`src/rtl/cbrs_pkg.sv`:
```
package cbrs_pkg;

  typedef enum logic [2:0] {
    PH_IDLE       = 3'd0,
    PH_DETECTED   = 3'd1,
    PH_WAITING    = 3'd2,
    PH_RECOVERING = 3'd3,
    PH_RECOVERED  = 3'd4
  } phase_t;

  typedef enum logic [1:0] {
    TM_ELAPSED = 2'd0,
    TM_STOPPED = 2'd1,
    TM_RUNNING = 2'd2
  } tmr_status_t;

  localparam logic [1:0] CMD_NONE  = 2'd0;
  localparam logic [1:0] CMD_STOP  = 2'd1;
  localparam logic [1:0] CMD_START = 2'd2;

  localparam logic [1:0] REP_NONE   = 2'd0;
  localparam logic [1:0] REP_FAILED = 2'd1;
  localparam logic [1:0] REP_PASSED = 2'd2;

  localparam logic [1:0] SETTLE_TICKS = 2'd2;

  localparam int CFG_AW = 4;
  localparam int CFG_DW = 32;

  localparam logic [1:0] REG_QUICK_LIMIT = 2'd0;
  localparam logic [1:0] REG_SHORT_DELAY = 2'd1;
  localparam logic [1:0] REG_LONG_DELAY  = 2'd2;
  localparam logic [1:0] REG_FAULT_THRES = 2'd3;

  localparam logic [7:0]  QUICK_LIMIT_RST = 8'd9;
  localparam logic [15:0] SHORT_DELAY_RST = 16'd20;
  localparam logic [15:0] LONG_DELAY_RST  = 16'd200;
  localparam logic [7:0]  FAULT_THRES_RST = 8'd9;

  typedef struct packed {
    logic [7:0]  quick_retry_limit;
    logic [15:0] short_delay_ticks;
    logic [15:0] long_delay_ticks;
    logic [7:0]  fault_report_threshold;
  } cfg_t;

  typedef struct packed {
    logic busoff_event;
    logic busoff_still_present;
    logic processing_enabled;
    logic ign_low_fault;
    logic ign_high_fault;
  } in_item_t;

  typedef struct packed {
    logic [1:0] controller_command;
    logic [1:0] fault_report;
    phase_t     recovery_phase;
    logic [7:0] retry_count_out;
    logic       busoff_flag;
  } res_t;

endpackage

```
`src/rtl/cbrs_if.sv`:
```
interface cbrs_in_if;
  logic valid;
  logic ready;
  logic busoff_event;
  logic busoff_still_present;
  logic processing_enabled;
  logic ign_low_fault;
  logic ign_high_fault;

  modport source (
    output valid, busoff_event, busoff_still_present, processing_enabled,
           ign_low_fault, ign_high_fault,
    input  ready
  );
  modport sink (
    input  valid, busoff_event, busoff_still_present, processing_enabled,
           ign_low_fault, ign_high_fault,
    output ready
  );
endinterface

interface cbrs_out_if;
  logic       valid;
  logic       ready;
  logic [1:0] controller_command;
  logic [1:0] fault_report;
  logic [2:0] recovery_phase;
  logic [7:0] retry_count_out;
  logic       busoff_flag;

  modport source (
    output valid, controller_command, fault_report, recovery_phase,
           retry_count_out, busoff_flag,
    input  ready
  );
  modport sink (
    input  valid, controller_command, fault_report, recovery_phase,
           retry_count_out, busoff_flag,
    output ready
  );
endinterface

```
`src/rtl/cbrs_apb_regs.sv`:
```
module cbrs_apb_regs (
  input  logic                        clk,
  input  logic                        rst_n,
  input  logic                        psel,
  input  logic                        penable,
  input  logic                        pwrite,
  input  logic [cbrs_pkg::CFG_AW-1:0] paddr,
  input  logic [cbrs_pkg::CFG_DW-1:0] pwdata,
  output logic [cbrs_pkg::CFG_DW-1:0] prdata,
  output logic                        pready,
  output cbrs_pkg::cfg_t              cfg
);
  import cbrs_pkg::*;

  cfg_t       cfg_r;
  logic       wr_en;
  logic [1:0] reg_idx;

  assign pready  = 1'b1;
  assign wr_en   = psel & penable & pwrite & pready;
  assign reg_idx = paddr[3:2];
  assign cfg     = cfg_r;

  always_ff @(posedge clk) begin
    if (!rst_n) begin
      cfg_r.quick_retry_limit      <= QUICK_LIMIT_RST;
      cfg_r.short_delay_ticks      <= SHORT_DELAY_RST;
      cfg_r.long_delay_ticks       <= LONG_DELAY_RST;
      cfg_r.fault_report_threshold <= FAULT_THRES_RST;
    end else if (wr_en) begin
      case (reg_idx)
        REG_QUICK_LIMIT: cfg_r.quick_retry_limit      <= pwdata[7:0];
        REG_SHORT_DELAY: cfg_r.short_delay_ticks      <= pwdata[15:0];
        REG_LONG_DELAY:  cfg_r.long_delay_ticks       <= pwdata[15:0];
        REG_FAULT_THRES: cfg_r.fault_report_threshold <= pwdata[7:0];
        default: ;
      endcase
    end
  end

  always_comb begin
    case (reg_idx)
      REG_QUICK_LIMIT: prdata = {24'd0, cfg_r.quick_retry_limit};
      REG_SHORT_DELAY: prdata = {16'd0, cfg_r.short_delay_ticks};
      REG_LONG_DELAY:  prdata = {16'd0, cfg_r.long_delay_ticks};
      REG_FAULT_THRES: prdata = {24'd0, cfg_r.fault_report_threshold};
      default:         prdata = '0;
    endcase
  end

endmodule

```
`src/rtl/cbrs_seq.sv`:
```
module cbrs_seq #(
  parameter int TIMER_WIDTH = 16
) (
  input  logic               clk,
  input  logic               rst_n,
  input  logic               in_valid,
  output logic               in_ready,
  input  cbrs_pkg::in_item_t in_item,
  input  cbrs_pkg::cfg_t     cfg,
  output logic               res_valid,
  input  logic               res_ready,
  output cbrs_pkg::res_t     res
);
  import cbrs_pkg::*;

  // input register
  logic     s1_valid_r;
  in_item_t s1_item_r;
  logic     adv;

  // sequencer state
  phase_t                 phase_r,   phase_nxt;
  logic [7:0]             retry_r,   retry_nxt;
  tmr_status_t            tst_r,     tst_nxt;
  logic [TIMER_WIDTH-1:0] tcnt_r,    tcnt_nxt;
  logic [1:0]             settle_r,  settle_nxt;
  logic                   flag_r,    flag_nxt;

  logic [31:0]            short_ext, long_ext;
  logic [TIMER_WIDTH-1:0] short_arm, long_arm;
  logic [1:0]             cmd, rep;

  assign adv       = s1_valid_r & res_ready;
  assign in_ready  = ~s1_valid_r | res_ready;
  assign res_valid = s1_valid_r;

  // delays are cut or zero-extended to the timer width
  assign short_ext = 32'(cfg.short_delay_ticks);
  assign long_ext  = 32'(cfg.long_delay_ticks);
  assign short_arm = short_ext[TIMER_WIDTH-1:0];
  assign long_arm  = long_ext[TIMER_WIDTH-1:0];

  always_comb begin
    phase_nxt  = phase_r;
    retry_nxt  = retry_r;
    tst_nxt    = tst_r;
    tcnt_nxt   = tcnt_r;
    settle_nxt = settle_r;
    flag_nxt   = flag_r;
    cmd        = CMD_NONE;
    rep        = REP_NONE;

    // timer runs regardless of enable
    if (tst_r == TM_RUNNING) begin
      if (tcnt_r != '0) begin
        tcnt_nxt = tcnt_r - 1'b1;
        if (tcnt_r == TIMER_WIDTH'(1)) tst_nxt = TM_ELAPSED;
      end else begin
        tst_nxt = TM_ELAPSED;
      end
    end

    if (s1_item_r.busoff_event) begin
      flag_nxt  = 1'b1;
      phase_nxt = PH_DETECTED;
    end

    if (s1_item_r.processing_enabled) begin
      case (phase_nxt)
        PH_DETECTED: begin
          settle_nxt = 2'd0;
          tst_nxt    = TM_RUNNING;
          if (retry_r < cfg.quick_retry_limit) begin
            retry_nxt = retry_r + 8'd1;
            tcnt_nxt  = short_arm;
          end else begin
            tcnt_nxt  = long_arm;
          end
          if (retry_nxt >= cfg.fault_report_threshold) rep = REP_FAILED;
          phase_nxt = PH_WAITING;
          cmd       = CMD_STOP;
        end
        PH_WAITING: begin
          if (tst_nxt == TM_ELAPSED) begin
            cmd       = CMD_START;
            phase_nxt = PH_RECOVERING;
          end
        end
        PH_RECOVERING: begin
          if (settle_r == SETTLE_TICKS) phase_nxt  = PH_RECOVERED;
          else                          settle_nxt = settle_r + 2'd1;
        end
        PH_RECOVERED: begin
          settle_nxt = 2'd0;
          flag_nxt   = 1'b0;
          if (!s1_item_r.busoff_still_present) begin
            retry_nxt = 8'd0;
            if (!s1_item_r.ign_low_fault && !s1_item_r.ign_high_fault) begin
              rep       = REP_PASSED;
              phase_nxt = PH_IDLE;
            end
          end
        end
        default: ;
      endcase
    end
  end

  always_comb begin
    res.controller_command = cmd;
    res.fault_report       = rep;
    res.recovery_phase     = phase_nxt;
    res.retry_count_out    = retry_nxt;
    res.busoff_flag        = flag_nxt;
  end

  always_ff @(posedge clk) begin
    if (!rst_n) begin
      s1_valid_r <= 1'b0;
    end else if (in_ready) begin
      s1_valid_r <= in_valid;
    end
  end

  always_ff @(posedge clk) begin
    if (in_ready && in_valid) s1_item_r <= in_item;
  end

  always_ff @(posedge clk) begin
    if (!rst_n) begin
      phase_r  <= PH_IDLE;
      retry_r  <= 8'd0;
      tst_r    <= TM_STOPPED;
      tcnt_r   <= '0;
      settle_r <= 2'd0;
      flag_r   <= 1'b0;
    end else if (adv) begin
      phase_r  <= phase_nxt;
      retry_r  <= retry_nxt;
      tst_r    <= tst_nxt;
      tcnt_r   <= tcnt_nxt;
      settle_r <= settle_nxt;
      flag_r   <= flag_nxt;
    end
  end

endmodule

```
`src/rtl/cbrs_out_stage.sv`:
```
module cbrs_out_stage (
  input  logic           clk,
  input  logic           rst_n,
  input  logic           res_valid,
  output logic           res_ready,
  input  cbrs_pkg::res_t res,
  output logic           out_valid,
  input  logic           out_ready,
  output cbrs_pkg::res_t out_res
);
  import cbrs_pkg::*;

  logic valid_r;
  res_t res_r;

  assign res_ready = ~valid_r | out_ready;
  assign out_valid = valid_r;
  assign out_res   = res_r;

  always_ff @(posedge clk) begin
    if (!rst_n) begin
      valid_r <= 1'b0;
    end else if (res_ready) begin
      valid_r <= res_valid;
    end
  end

  always_ff @(posedge clk) begin
    if (res_ready && res_valid) res_r <= res;
  end

endmodule

```
`src/rtl/can_busoff_recovery_sequencer_unit.sv`:
```
// Path: an accepted item is registered in the input register and then in the result register
//   before its result is valid on the output channel.
// Throughput: one item per cycle while out_ready stays high; the state update is a single pass.
// A stalled result holds in the result register; the input register takes one more item,
//   then in_ready drops until the result is taken.
// Reset (rst_n low, synchronous): phase idle, counts and flags cleared, timer stopped,
//   configuration back to limit 9, delays 20 and 200 ticks, threshold 9.
module can_busoff_recovery_sequencer_unit #(
  parameter int TIMER_WIDTH = 16
) (
  input  logic                        clk,
  input  logic                        rst_n,
  cbrs_in_if.sink                     in_ch,
  cbrs_out_if.source                  out_ch,
  input  logic                        cfg_psel,
  input  logic                        cfg_penable,
  input  logic                        cfg_pwrite,
  input  logic [cbrs_pkg::CFG_AW-1:0] cfg_paddr,
  input  logic [cbrs_pkg::CFG_DW-1:0] cfg_pwdata,
  output logic [cbrs_pkg::CFG_DW-1:0] cfg_prdata,
  output logic                        cfg_pready
);
  import cbrs_pkg::*;

  cfg_t     cfg;
  in_item_t in_item;
  res_t     res, out_res;
  logic     res_valid, res_ready;

  assign in_item.busoff_event         = in_ch.busoff_event;
  assign in_item.busoff_still_present = in_ch.busoff_still_present;
  assign in_item.processing_enabled   = in_ch.processing_enabled;
  assign in_item.ign_low_fault        = in_ch.ign_low_fault;
  assign in_item.ign_high_fault       = in_ch.ign_high_fault;

  cbrs_apb_regs u_regs (
    .clk     (clk),
    .rst_n   (rst_n),
    .psel    (cfg_psel),
    .penable (cfg_penable),
    .pwrite  (cfg_pwrite),
    .paddr   (cfg_paddr),
    .pwdata  (cfg_pwdata),
    .prdata  (cfg_prdata),
    .pready  (cfg_pready),
    .cfg     (cfg)
  );

  cbrs_seq #(.TIMER_WIDTH(TIMER_WIDTH)) u_seq (
    .clk       (clk),
    .rst_n     (rst_n),
    .in_valid  (in_ch.valid),
    .in_ready  (in_ch.ready),
    .in_item   (in_item),
    .cfg       (cfg),
    .res_valid (res_valid),
    .res_ready (res_ready),
    .res       (res)
  );

  cbrs_out_stage u_out (
    .clk       (clk),
    .rst_n     (rst_n),
    .res_valid (res_valid),
    .res_ready (res_ready),
    .res       (res),
    .out_valid (out_ch.valid),
    .out_ready (out_ch.ready),
    .out_res   (out_res)
  );

  assign out_ch.controller_command = out_res.controller_command;
  assign out_ch.fault_report       = out_res.fault_report;
  assign out_ch.recovery_phase     = out_res.recovery_phase;
  assign out_ch.retry_count_out    = out_res.retry_count_out;
  assign out_ch.busoff_flag        = out_res.busoff_flag;

endmodule

```
`src/flat_wrapper.sv`:
```
// flat-port wrapper written by rule: the top's interface ports become plain ports
module can_busoff_recovery_sequencer_unit_flat import cbrs_pkg::*;
#(
  parameter int TIMER_WIDTH = 16
)
  (clk, rst_n, cfg_psel, cfg_penable, cfg_pwrite, cfg_paddr, cfg_pwdata, cfg_prdata, cfg_pready, in_ch_valid, in_ch_busoff_event, in_ch_busoff_still_present, in_ch_processing_enabled, in_ch_ign_low_fault, in_ch_ign_high_fault, in_ch_ready, out_ch_valid, out_ch_controller_command, out_ch_fault_report, out_ch_recovery_phase, out_ch_retry_count_out, out_ch_busoff_flag, out_ch_ready);
  cbrs_in_if in_ch_i ();
  cbrs_out_if out_ch_i ();
  input  logic clk;
  input  logic rst_n;
  input  logic cfg_psel;
  input  logic cfg_penable;
  input  logic cfg_pwrite;
  input  logic [cbrs_pkg::CFG_AW-1:0] cfg_paddr;
  input  logic [cbrs_pkg::CFG_DW-1:0] cfg_pwdata;
  output logic [cbrs_pkg::CFG_DW-1:0] cfg_prdata;
  output logic cfg_pready;
  input wire logic [$bits(in_ch_i.valid)-1:0] in_ch_valid;
  input wire logic [$bits(in_ch_i.busoff_event)-1:0] in_ch_busoff_event;
  input wire logic [$bits(in_ch_i.busoff_still_present)-1:0] in_ch_busoff_still_present;
  input wire logic [$bits(in_ch_i.processing_enabled)-1:0] in_ch_processing_enabled;
  input wire logic [$bits(in_ch_i.ign_low_fault)-1:0] in_ch_ign_low_fault;
  input wire logic [$bits(in_ch_i.ign_high_fault)-1:0] in_ch_ign_high_fault;
  output wire logic [$bits(in_ch_i.ready)-1:0] in_ch_ready;
  output wire logic [$bits(out_ch_i.valid)-1:0] out_ch_valid;
  output wire logic [$bits(out_ch_i.controller_command)-1:0] out_ch_controller_command;
  output wire logic [$bits(out_ch_i.fault_report)-1:0] out_ch_fault_report;
  output wire logic [$bits(out_ch_i.recovery_phase)-1:0] out_ch_recovery_phase;
  output wire logic [$bits(out_ch_i.retry_count_out)-1:0] out_ch_retry_count_out;
  output wire logic [$bits(out_ch_i.busoff_flag)-1:0] out_ch_busoff_flag;
  input wire logic [$bits(out_ch_i.ready)-1:0] out_ch_ready;
  assign in_ch_i.valid = in_ch_valid;
  assign in_ch_i.busoff_event = in_ch_busoff_event;
  assign in_ch_i.busoff_still_present = in_ch_busoff_still_present;
  assign in_ch_i.processing_enabled = in_ch_processing_enabled;
  assign in_ch_i.ign_low_fault = in_ch_ign_low_fault;
  assign in_ch_i.ign_high_fault = in_ch_ign_high_fault;
  assign in_ch_ready = in_ch_i.ready;
  assign out_ch_valid = out_ch_i.valid;
  assign out_ch_controller_command = out_ch_i.controller_command;
  assign out_ch_fault_report = out_ch_i.fault_report;
  assign out_ch_recovery_phase = out_ch_i.recovery_phase;
  assign out_ch_retry_count_out = out_ch_i.retry_count_out;
  assign out_ch_busoff_flag = out_ch_i.busoff_flag;
  assign out_ch_i.ready = out_ch_ready;
  can_busoff_recovery_sequencer_unit #(.TIMER_WIDTH(TIMER_WIDTH)) u_core (.clk(clk), .rst_n(rst_n), .in_ch(in_ch_i), .out_ch(out_ch_i), .cfg_psel(cfg_psel), .cfg_penable(cfg_penable), .cfg_pwrite(cfg_pwrite), .cfg_paddr(cfg_paddr), .cfg_pwdata(cfg_pwdata), .cfg_prdata(cfg_prdata), .cfg_pready(cfg_pready));
endmodule
```
`config.mk`:
```
export PLATFORM = sky130hd
export DESIGN_NAME = can_busoff_recovery_sequencer_unit_flat
export DESIGN_NICKNAME = d
export VERILOG_FILES = /design/src/rtl/cbrs_pkg.sv /design/src/rtl/cbrs_if.sv /design/src/rtl/cbrs_apb_regs.sv /design/src/rtl/cbrs_seq.sv /design/src/rtl/cbrs_out_stage.sv /design/src/rtl/can_busoff_recovery_sequencer_unit.sv /design/src/flat_wrapper.sv
export SDC_FILE = /design/constraint.sdc
export NUM_CORES = 1
export LEC_CHECK = 0
export CAP_MARGIN = 20
export CORE_MARGIN = 5
export CORE_UTILIZATION = 45
export DETAILED_ROUTE_END_ITERATION = 8
export DONT_BUFFER_PORTS = 1
export SYNTH_ARGS = -nofsm -noshare
export SYNTH_HDL_FRONTEND = slang
export SYNTH_SLANG_ARGS = --single-unit
```
`constraint.sdc`:
```
create_clock -name clk -period 3.3 [get_ports clk]
set_clock_uncertainty 0.15 [all_clocks]
set_input_delay 0 -clock clk [delete_from_list [all_inputs] [get_ports clk]]
set_output_delay 0 -clock clk [all_outputs]
set_load 0.02 [all_outputs]
```
# ---- Yosys cells after proc, flatten, opt, wreduce, memory -nomap -nowiden
# Cells that the tools add are included.
dict set report classes {
  n_shift 0
  n_mul 0
  div_mod_pow 0
  n_eq_ne 11
  n_mux 35
  add_sub_neg 3
  n_lt_le_gt_ge 2
  bitwise 7
  n_reduce_logical 15
}
# cell n
set op_table {}
lappend op_table {{$pmux 32 s4} 1}
lappend op_table {{$mux 16} 5}
lappend op_table {{$mux 8} 5}
lappend op_table {{$mux 2} 9}
lappend op_table {{$mux 3} 6}
lappend op_table {{$eq 16x1->1 const B} 1}
lappend op_table {{$pmux 8 s2} 1}
lappend op_table {{$reduce_bool 16->1} 1}
lappend op_table {{$sub 16x1->16 const B} 1}
lappend op_table {{$pmux 2 s2} 3}
lappend op_table {{$pmux 3 s4} 1}
lappend op_table {{$add 8x1->8 const B} 1}
lappend op_table {{$eq 2x2->1 const B} 4}
lappend op_table {{$ge 8x8->1} 1}
lappend op_table {{$lt 8x8->1} 1}
lappend op_table {{$reduce_and 2->1} 4}
lappend op_table {{$eq 3x2->1 const B} 2}
lappend op_table {{$logic_not 2->1} 2}
lappend op_table {{$mux 1} 4}
lappend op_table {{$reduce_and 4->1} 1}
lappend op_table {{$and 1x1->1} 3}
lappend op_table {{$eq 3x1->1 const B} 1}
lappend op_table {{$eq 3x3->1 const B} 1}
lappend op_table {{$logic_and 1x1->1} 3}
lappend op_table {{8 further kinds} 11}
dict set report totals {
  memories 0
  inputBits 48
  mem_bits_rw 0
  output_inout_bits 51
  word_cells 95
  regBits 103
  rom_bits 0
  latch_bits 0
}

# ---- Longest topological paths before layout
# Gate-level depths: netlist of run 1.
dict set report depth {
  ltp_word 8
  ltp_mapped 15
  ltp_nobuf 13
}

# ---- Hierarchy
# From an unflattened synthesis of run 1, not the netlist that was laid out.
dict set report hier_totals {
  cells_unflattened 635
  hier_area_um2 5793.1
}
# module seq_area_each_um2 area_per_inst_um2 n_inst cells_per_inst
set modules_own_cells {}
lappend modules_own_cells {cbrs_seq 810.8 2960.3 1 387}
lappend modules_own_cells {cbrs_apb_regs 960.9 2294.7 1 227}
lappend modules_own_cells {cbrs_out_stage 500.5 538.0 1 21}

# ---- Least setup slack after synthesis of run 1
# Ideal clock, no wire load.
dict set report synth_timing {
  path_type {register to register}
  from {register u_core.u_regs.cfg_r, in the netlist u_core.u_regs.cfg[42]}
  to {register u_core.u_out.res_r, in the netlist u_core.u_out.out_res[12] (data pin)}
  setup_slack_ns 0.176
  synth_period_minus_slack_ns 3.124
  arrival_ns 2.703
  stages_incl_launch_ff 15
  setup_time_ns 0.271
  t_required_ns 2.879
  n_path_buf 2
  cell_sequence {dfxtp_1 > inv_1 > ha_1 > a211oi_1 > o21ai_1 > a21oi_1 > buf_2 > buf_2 > mux2_2 > ha_1 > a21o_1 > a21oi_1 > nor2b_1 > o2111ai_1 > a211oi_1}
}
dict set report synth_between {
  elab_chain_cells 7
}
# element line_no
set synth_lines {}
lappend synth_lines {{start: declaration} cbrs_apb_regs.sv:15} ;# cfg_t cfg_r;
lappend synth_lines {{$lt 8x8->1} cbrs_seq.sv:73} ;# if (retry_r < cfg.quick_retry_limit) begin
lappend synth_lines {{$mux 8} cbrs_seq.sv:73}
lappend synth_lines {{$mux 8} cbrs_seq.sv:69} ;# case (phase_nxt)
lappend synth_lines {{$mux 8} cbrs_seq.sv:68} ;# if (s1_item_r.processing_enabled) begin
lappend synth_lines {{$ge 8x8->1} cbrs_seq.sv:79} ;# if (retry_nxt >= cfg.fault_report_threshold) rep = REP_FAILED;
lappend synth_lines {{$mux 1} cbrs_seq.sv:79}
lappend synth_lines {{$pmux 2 s2} cbrs_seq.sv:69}
lappend synth_lines {{end signal: assignment} cbrs_out_stage.sv:29} ;# if (res_ready && res_valid) res_r <= res;
lappend synth_lines {{end: declaration} cbrs_out_stage.sv:14} ;# res_t res_r;
# No other way between the ends. The select of a mux whose other input is x is not followed.
# A chain may end at the register's enable or synchronous reset.

# ---- Worst setup path after layout of run 1
# Same ends and word-level chain as after synthesis.

==> results of run 1 <==
placed cells by master, fill, tap and decap left out, drive strengths merged, types with 7 or more instances in the layout:
cell         count
nor2b            8
nor4             7
ha              20
a22o             9
inv             25
nand2          124
or4              7
mux2            11
nor2            31
nor3            16
and2             7
nand3           18
o21ai           29
buf             16
edfxtp          21
dfxtp           82
dlygate4sd3     27
mux2i           13
a31oi           17
o211ai           9
a21oi           62
conb            17
clkbuf          10
mux4             8
repair_timing:
action / in CTS / in global routing
hold endpoints to repair: 83 / 0
gates resized for setup: 0 / 0
hold buffers: 27 / 0
tightest hold or removal path, cell delays in order:
cell and delay [ps]:
or3_1 290, nand2_1 100, a21oi_1 120
layout make-up:
class / count / share of cell area (%)
Clock buffer: 10 / 3.653
Clock inverter: 6 / 0.8383
Inverter: 24 / 1.437
Multi-Input combinational cell: 483 / 48.24
Sequential cell: 103 / 36.25
Tap cell: 168 / 3.353
Timing Repair Buffer: 43 / 6.228
worst paths after layout:
path                                       from                                endpoint  cells past startpoint
max          u_core.u_regs.cfg[42]$_SDFFE_PN0P_  u_core.u_out.out_res[12]$_SDFFCE_PN0P_                     14
min                                cfg_paddr[2]      u_core.u_regs.cfg[45]$_SDFFE_PN0P_                      3
max reg2reg  u_core.u_regs.cfg[42]$_SDFFE_PN0P_  u_core.u_out.out_res[12]$_SDFFCE_PN0P_                     14
min reg2reg    u_core.u_seq.flag_r$_SDFFE_PN0P_        u_core.u_seq.flag_r$_SDFFE_PN0P_                      2
metrics by stage:
step	util, %	instances	setup WS [ps]
floorplan	-	667	176.0
global placement	47.20	794	328.5
detailed placement	47.20	794	198.0
CTS	51.76	837	201.8
global route	51.76	837	20.47
finish	51.76	837	191.2
cells by family after synthesis:
logic type	after synthesis	synth area share, %
compound gates	167	18.69
buf+inv	81	6.668
mux	32	7.739
other cells	2	0.1339
simple gates	239	20.56
xor+xnor	8	1.249
fa+ha+maj	20	4.460
flops	103	40.50
sequential cells by signal, summed over array words and instances, names as in the netlist, 2 cells and up:
name	cells
u_core.u_seq.retry_r	8
u_core.u_seq.s1_item_r	5
u_core.u_seq.phase_r	3
u_core.u_seq.tcnt_r	16
u_core.u_seq.tst_r	2
u_core.u_out.out_res	16
u_core.u_seq.settle_r	2
u_core.u_regs.cfg	48
power groups by stage:
stage          Combinational [mW]  Sequential [mW]  Clock [mW]
3_3_place_gp                0.218             1.38           0
3_5_place_dp                0.221             1.38           0
6_report                    0.258             1.35        1.03
2_1_floorplan               0.202             1.37           0
4_1_cts                     0.258             1.35        1.05
5_1_grt                     0.282             1.36        1.11
layer usage:
layer	track usage, %	vias to the layer above
met5	0	-
met1	25.95	2291
met4	4.412	0
met2	32.78	151
li1	-	2338
met3	6.082	11
synthesized netlist by cell type, types with 6 or more instances:
cell,count
nand2_1,124
dfxtp_1,82
a21oi_1,61
nor2_1,31
clkbuf_1,30
o21ai_0,26
inv_1,22
edfxtp_1,21
ha_1,20
nand3_1,18
a31oi_1,17
buf_4,17
mux2i_1,13
nor3_1,13
mux2_2,11
a22o_1,9
o211ai_1,9
mux4_2,8
nor2b_1,8
and2_1,7
nor4_1,6
==> summary.txt, run 1 <==
Outcome
  • Status: finished, final reports clean

Die
  • DIE WIDTH: 121.7 microns
  • # rows: 40
  • Initial Utilization: 46.32%
  • Die Ht: between 100 and 150 microns
  • Core area: 0.01211 sq mm
  • Die ar.: about 0.015 sq mm
  • Ports: 99

Finish
  • Final Cell Area: about 0.0063 sq mm
  • Fillers: between 1000 and 1500
  • Register area: 0.002272 sq mm
  • Area of the multi-input gates: 0.003024 sq mm
  • Diodes inserted: 0
  • Area growth syn-to-layout: 11.73%
  • Layout Nets: approximately 730
  • Layout cell share with drive strength beyond 1: about a tenth

Timing
  • Fin crit period: 3109 ps
  • Total negative setup slack: 0 ps
  • Final Hold Viols: 0
  • Max-Slew Margin vs Limit: between 20% and 30%
  • Setup violators final: 0
  • Unrepaired setup endpoints after global routing: no
  • Max frequency: between 300 and 400 MHz
  • Worst Tran Pin Value: 1100 ps
  • Max-slew violations: 0
  • Period utilization: 94.21%
  • Hold slack: 32.92 ps

Critical path
  • Crit path max fanout: 9
  • R2R setup slack: 190 ps
  • Worst EP required: roughly 3300 ps
  • Critical-path top delay cell: dfxtp_1
  • CP startpoint kind: register
  • Crit Path Class: register to register
  • CP max stage delay: 380 ps
  • CP Buf/Inv Count: 2
  • Worst path cell trace: inv_1 -> ha_1 -> a211oi_1 -> o21ai_1 -> a21oi_2 -> buf_4 -> xnor2_1 -> ha_1 -> nand2b_1 -> a21o_1 -> a21oi_1 -> nor2b_1 -> o2111ai_1 -> a211oi_1
  • Worst path top cell family by delay: compound AO/OA/AOI/OAI gates
  • Crit end category: register
  • Arrival time of the worst setup path: 3060 ps

Yosys
  • Top FF cell, synth: dfxtp_1
  • FFs w/ async S/R, synth: 0%
  • YS warnings: 0
  • Post-synthesis sequential area ratio: 40.50%
  • Dominant cells by area after synthesis: dfxtp_1 (29%), edfxtp_1 (11%), nand2_1 (8.3%), a21oi_1 (5.4%), ha_1 (4.5%)
  • FF+latch count, synth: between 100 and 150
  • Post-synth cell types: 65
  • EDFF count, synth: 21
  • Synth top area share: 29.26%
  • Mapped Area: 0.005610 sq mm
  • Post-synth top area cell: dfxtp_1
  • Avg Inst Size Synth: 8.605 sq um
  • Cells after Synth: 652

Route
  • Final ANT Viol Nets: 0
  • Drt drc: 0
  • DR top layer: met4
  • Vias per cell: 5.724
  • Overall routed net length: 14620 microns
  • Metal1 wirelength: between 6000 and 7000 microns
  • Met2 WL: 6771 microns
  • Detailed Route Iter0 Violations: 366
  • Average wire per standard cell: 17.46 microns
  • Vias: 4791
  • Met3 wire length: between 900 and 1000 microns
  • Pre-antenna DRT Iters: 5

Pwr
  • Internal power: just under 2 mW
  • Switch Pwr: around 0.71 mW
  • Leak: 2.266 nW
  • P per Cell Area: 421.7 mW/mm^2
  • Switching Share: 26.96%
  • Max IR drop VDD: about 370 uV
  • Clock Power Share: 39.0%
  • Seq pwr share: roughly half
  • Combinational share of power: 9.8%
  • Pwr Total: roughly 2.6 mW

Global route
  • Vias in the first global route: between 4000 and 5000
  • Total track usage: between 10% and 20%
  • Largest net degree at the start of global routing: 44
  • First-pass GRT wire length: about 24000 microns
  • Initial antenna violation count: 0
  • Gr ovfl total: 0

Place
  • Routability congestion estimate: 0.7979
  • Port bufs: 0
  • Final HPWL DP: between 10000 and 15000 microns
  • Placed cell areas: between 0.005 and 0.006 sq mm

CTS
  • Clk pin slew, worst setup/hold paths: roughly 80 ps
  • CTS H-tree lvls: 3
  • Clk sink count: ~100
  • Clk root buf: clkbuf_16
  • Clk_lat worst skew: approximately 360 ps
  • CTS tree: done
  • Num CTS Buffers: 9
  • Maximum root-to-sink buffer count: 2
  • Total setup buffers inserted after CTS: 0

Min path
  • Hold Crit Class: input port to register

Job
  • Maxcap violations: 0
No activity file was read; power rests on OpenSTA's default activity.
==> run 2: changes to the inputs <==
--- a/config.mk
+++ b/config.mk
@@ -5,11 +5,15 @@
 export SDC_FILE = /design/constraint.sdc
 export NUM_CORES = 1
 export LEC_CHECK = 0
+export ABC_AREA = 1
 export CAP_MARGIN = 20
+export CELL_PAD_IN_SITES_DETAIL_PLACEMENT = 1
+export CELL_PAD_IN_SITES_GLOBAL_PLACEMENT = 2
 export CORE_MARGIN = 5
-export CORE_UTILIZATION = 45
+export CORE_UTILIZATION = 32
 export DETAILED_ROUTE_END_ITERATION = 8
 export DONT_BUFFER_PORTS = 1
+export PLACE_DENSITY_LB_ADDON = 0.1
 export SYNTH_ARGS = -nofsm -noshare
 export SYNTH_HDL_FRONTEND = slang
 export SYNTH_SLANG_ARGS = --single-unit
==> summary.txt, run 2 <==
Timing
  • Worst setup margin: 411.4 ps (+220.1 ps)
  • Fin crit period: 2889 ps (-220.1 ps)
  • Hold slack: 2.337 ps (-30.59 ps)
  • Total negative setup slack: 0 ps (unchanged)
  • Final Hold Viols: 0 (unchanged)
  • Max-slew violations: 0 (unchanged)
  • Setup violators final: 0 (unchanged)
  • Max-Slew Margin vs Limit: 40.31% (+14 points)
  • Worst Tran Pin Value: 889.9 ps (-209.8 ps)
  • Period utilization: 87.53% (-6.7 points)
  • Max frequency: 346.2 MHz (+7.6%)
  • Unrepaired setup endpoints after global routing: no

Finish
  • Layout Nets: 907 (+24%)
  • Layout cell share with drive strength beyond 1: 6.991% (-2.6 points)
  • Most common cell after layout, fill and taps aside: nand2_1
  • Diodes inserted: 0 (unchanged)
  • Area growth syn-to-layout: 13.53%
  • Max reg flops: 48 (unchanged)
  • Finished Layout Cells: 1073 (+28%)
  • Most frequent cells in the layout: nand2_1 (162), nor2_1 (103), inv_1 (96), o21ai_0 (89), dfxtp_1 (82)

Min path
  • Hold Crit Class: input port to register

CTS
  • Total setup buffers inserted after CTS: 0 (unchanged)
  • CTS H-tree lvls: 3 (unchanged)
  • Clk sink count: 103 (unchanged)
  • Clk_lat worst skew: 350 ps (about the same)
  • Clk root buf: clkbuf_16
  • Num CTS Buffers: 9 (unchanged)
  • Clk pin slew, worst setup/hold paths: 80 ps (about the same)
  • Maximum root-to-sink buffer count: 2 (unchanged)
  • Post-CTS Resized: 0 (unchanged)
  • CTS tree: done

Die
  • # rows: 49 (+23%)
  • Core area: 0.01784 sq mm (+47%)
  • Die ar.: 0.02079 sq mm (+40%)
  • Die Ht: 144.2 microns (+19%)
  • DIE WIDTH: 144.2 microns (+19%)
  • Ports: 99 (unchanged)
  • Initial Utilization: 32.29% (-14 points)

Critical path
  • CP startpoint kind: register
  • Crit Path Class: register to register
  • Crit path max fanout: 13 (+4)
  • R2R setup slack: 410 ps (+220 ps)
  • Worst EP required: 3270 ps (+20 ps)
  • Arrival time of the worst setup path: 2850 ps (-210 ps)
  • Crit end category: register

Pwr
  • Max IR drop VDD: 269.4 uV (-27%)
  • Leak: 2.882 nW (+27%)
  • Pwr Total: 3.118 mW (+18%)
  • P per Cell Area: 476.8 mW/mm^2 (+13%)

Outcome
  • Status: finished, final reports clean

Global route
  • Total track usage: 18.34% (-1.6 points)
  • Vias in the first global route: 5497 (+19%)
  • Largest net degree at the start of global routing: 57 (+30%)
  • First-pass GRT wire length: 29550 microns (+25%)
  • Initial antenna violation count: 0 (unchanged)
  • Gr ovfl total: 0 (unchanged)

Yosys
  • Post-synth top area cell: dfxtp_1
  • Most frequent cell after synthesis: nand2_1
  • Post-synth cell types: 39 (-40%)
  • Top FF cell, synth: dfxtp_1
  • Most frequent cells after synthesis: nand2_1 (162), nor2_1 (103), inv_1 (97)
  • Mapped Area: 0.005761 sq mm (+2.7%)
  • FF+latch count, synth: 103 (unchanged)
  • FFs w/ async S/R, synth: 0% (unchanged)
  • YS warnings: 0 (unchanged)
  • Synth top area share: 28.50% (-0.76 points)
  • Avg Inst Size Synth: 7.051 sq um (-18%)
  • EDFF count, synth: 21 (unchanged)
  • Cells after Synth: 817 (+25%)
  • Dominant cells by area after synthesis: dfxtp_1 (28%), edfxtp_1 (11%), nand2_1 (11%), o21ai_0 (7.7%), nor2_1 (6.7%)
  • Post-synthesis sequential area ratio: 39.44% (-1.1 points)

Route
  • Vias: 5304 (+11%)
  • Final ANT Viol Nets: 0 (unchanged)
  • Drt drc: 0 (unchanged)
  • Overall routed net length: 18670 microns (+28%)
  • Vias per cell: 4.943 (-14%)
  • Pre-antenna DRT Iters: 4 (-1)
  • Detailed Route Iter0 Violations: 266 (-27%)
  • Average wire per standard cell: 17.40 microns (-0.37%)

Place
  • Port bufs: 0 (unchanged)
  • Routability congestion estimate: 0.8250 (+3.4%)
  • Final HPWL DP: 13240 microns (+30%)
  • Worst slack, placed: 382.4 ps (+184.4 ps)
  • Post-Place Cells: 1024 (+29%)

Job
  • Maxcap violations: 0 (unchanged)
==> run 2: cell count changes after synthesis, sizes merged, moves of 13 or more <==
cell    change
clkbuf     -13
o21ai      +65
nand2      +49
inv        +82
nor2       +77
a31oi      -16
nand3      +40
mux2i      -13
==> run 2: timing repair <==
action	in CTS	in global routing
setup endpoints to repair	0	0
hold buffers	33	0
hold endpoints to repair	68	0
==> run 2: cell families after synthesis <==
logic type / Yosys count / synth area share [%]
AOI/OAI and AO/OA: 183 / 17.49
DFF: 103 / 39.44
adders and majority gates: 20 / 4.344
buffers and inverters: 153 / 11.88
xor gates and xnor gates: 5 / 0.7602
and+or+nand+nor: 351 / 25.96
other: 2 / 0.1304
==> run 2: critical path: stages (launching register included) <==
cell,delay [ps]
dfxtp_1,480
ha_1,300
a21oi_1,140
nor2_1,80
nor3_4,170
nand2_4,120
inv_4,180
nand2_2,90
o21ai_0,120
inv_1,80
ha_1,290
nand2_1,90
nor2_1,60
nand4_1,70
o2111ai_1,120
nand2_1,80
inv_1,40
==> run 2: through the flow <==
stage	cell area (sq um)	util [%]
after floorplan	5817	-
after global placement	5898	33.06
after detailed placement	5898	33.06
after CTS	6540	36.66
after global routing	6540	36.66
final	6540	36.66
==> run 2: power by group <==
part | switching, mW | total, mW | internal (mW)
clock | 0.500 | 1.10 | 0.603
combinational | 0.416 | 0.611 | 0.195
sequential | 0.0619 | 1.41 | 1.34
total | 0.977 | 3.12 | 2.14
==> run 2: metal layers <==
| layer | GRT usage, % | up-vias | wire length [microns] |
|---|---|---|---|
| li1 | - | 2671 | - |
| met1 | 24.19 | 2505 | 8810 |
| met2 | 30.57 | 105 | 8809 |
| met3 | 3.373 | 23 | 696 |
| met4 | 5.646 | 0 | 353 |
| met5 | 0 | - | 0 |
==> run 2: area by class of cell <==
| cell class | instances | area (sq um) |
|---|---|---|
| tap | 229 | 286.5 |
| fill | 2267 | 11300 |
| inverter | 105 | 396.6 |
| sequential | 103 | 2272 |
| clock inverter | 3 | 20.02 |
| timing repair buffer | 44 | 422.9 |
| clock buffer | 13 | 281.5 |
| multi-input combinational | 576 | 2860 |
==> run 2: path summary, 6_finish.rpt <==
check / start / endpoint / depth (start not counted)
worst max-delay path: u_core.u_seq.retry_r[5]$_SDFFE_PN0P_ / u_core.u_out.out_res[12]$_SDFFCE_PN0P_ / 16
worst min-delay path: cfg_penable / u_core.u_regs.cfg[43]$_SDFFE_PN1P_ / 3
worst max register to register: u_core.u_seq.retry_r[5]$_SDFFE_PN0P_ / u_core.u_out.out_res[12]$_SDFFCE_PN0P_ / 16
worst min register to register: u_core.u_regs.cfg[35]$_SDFFE_PN0P_ / u_core.u_regs.cfg[35]$_SDFFE_PN0P_ / 2
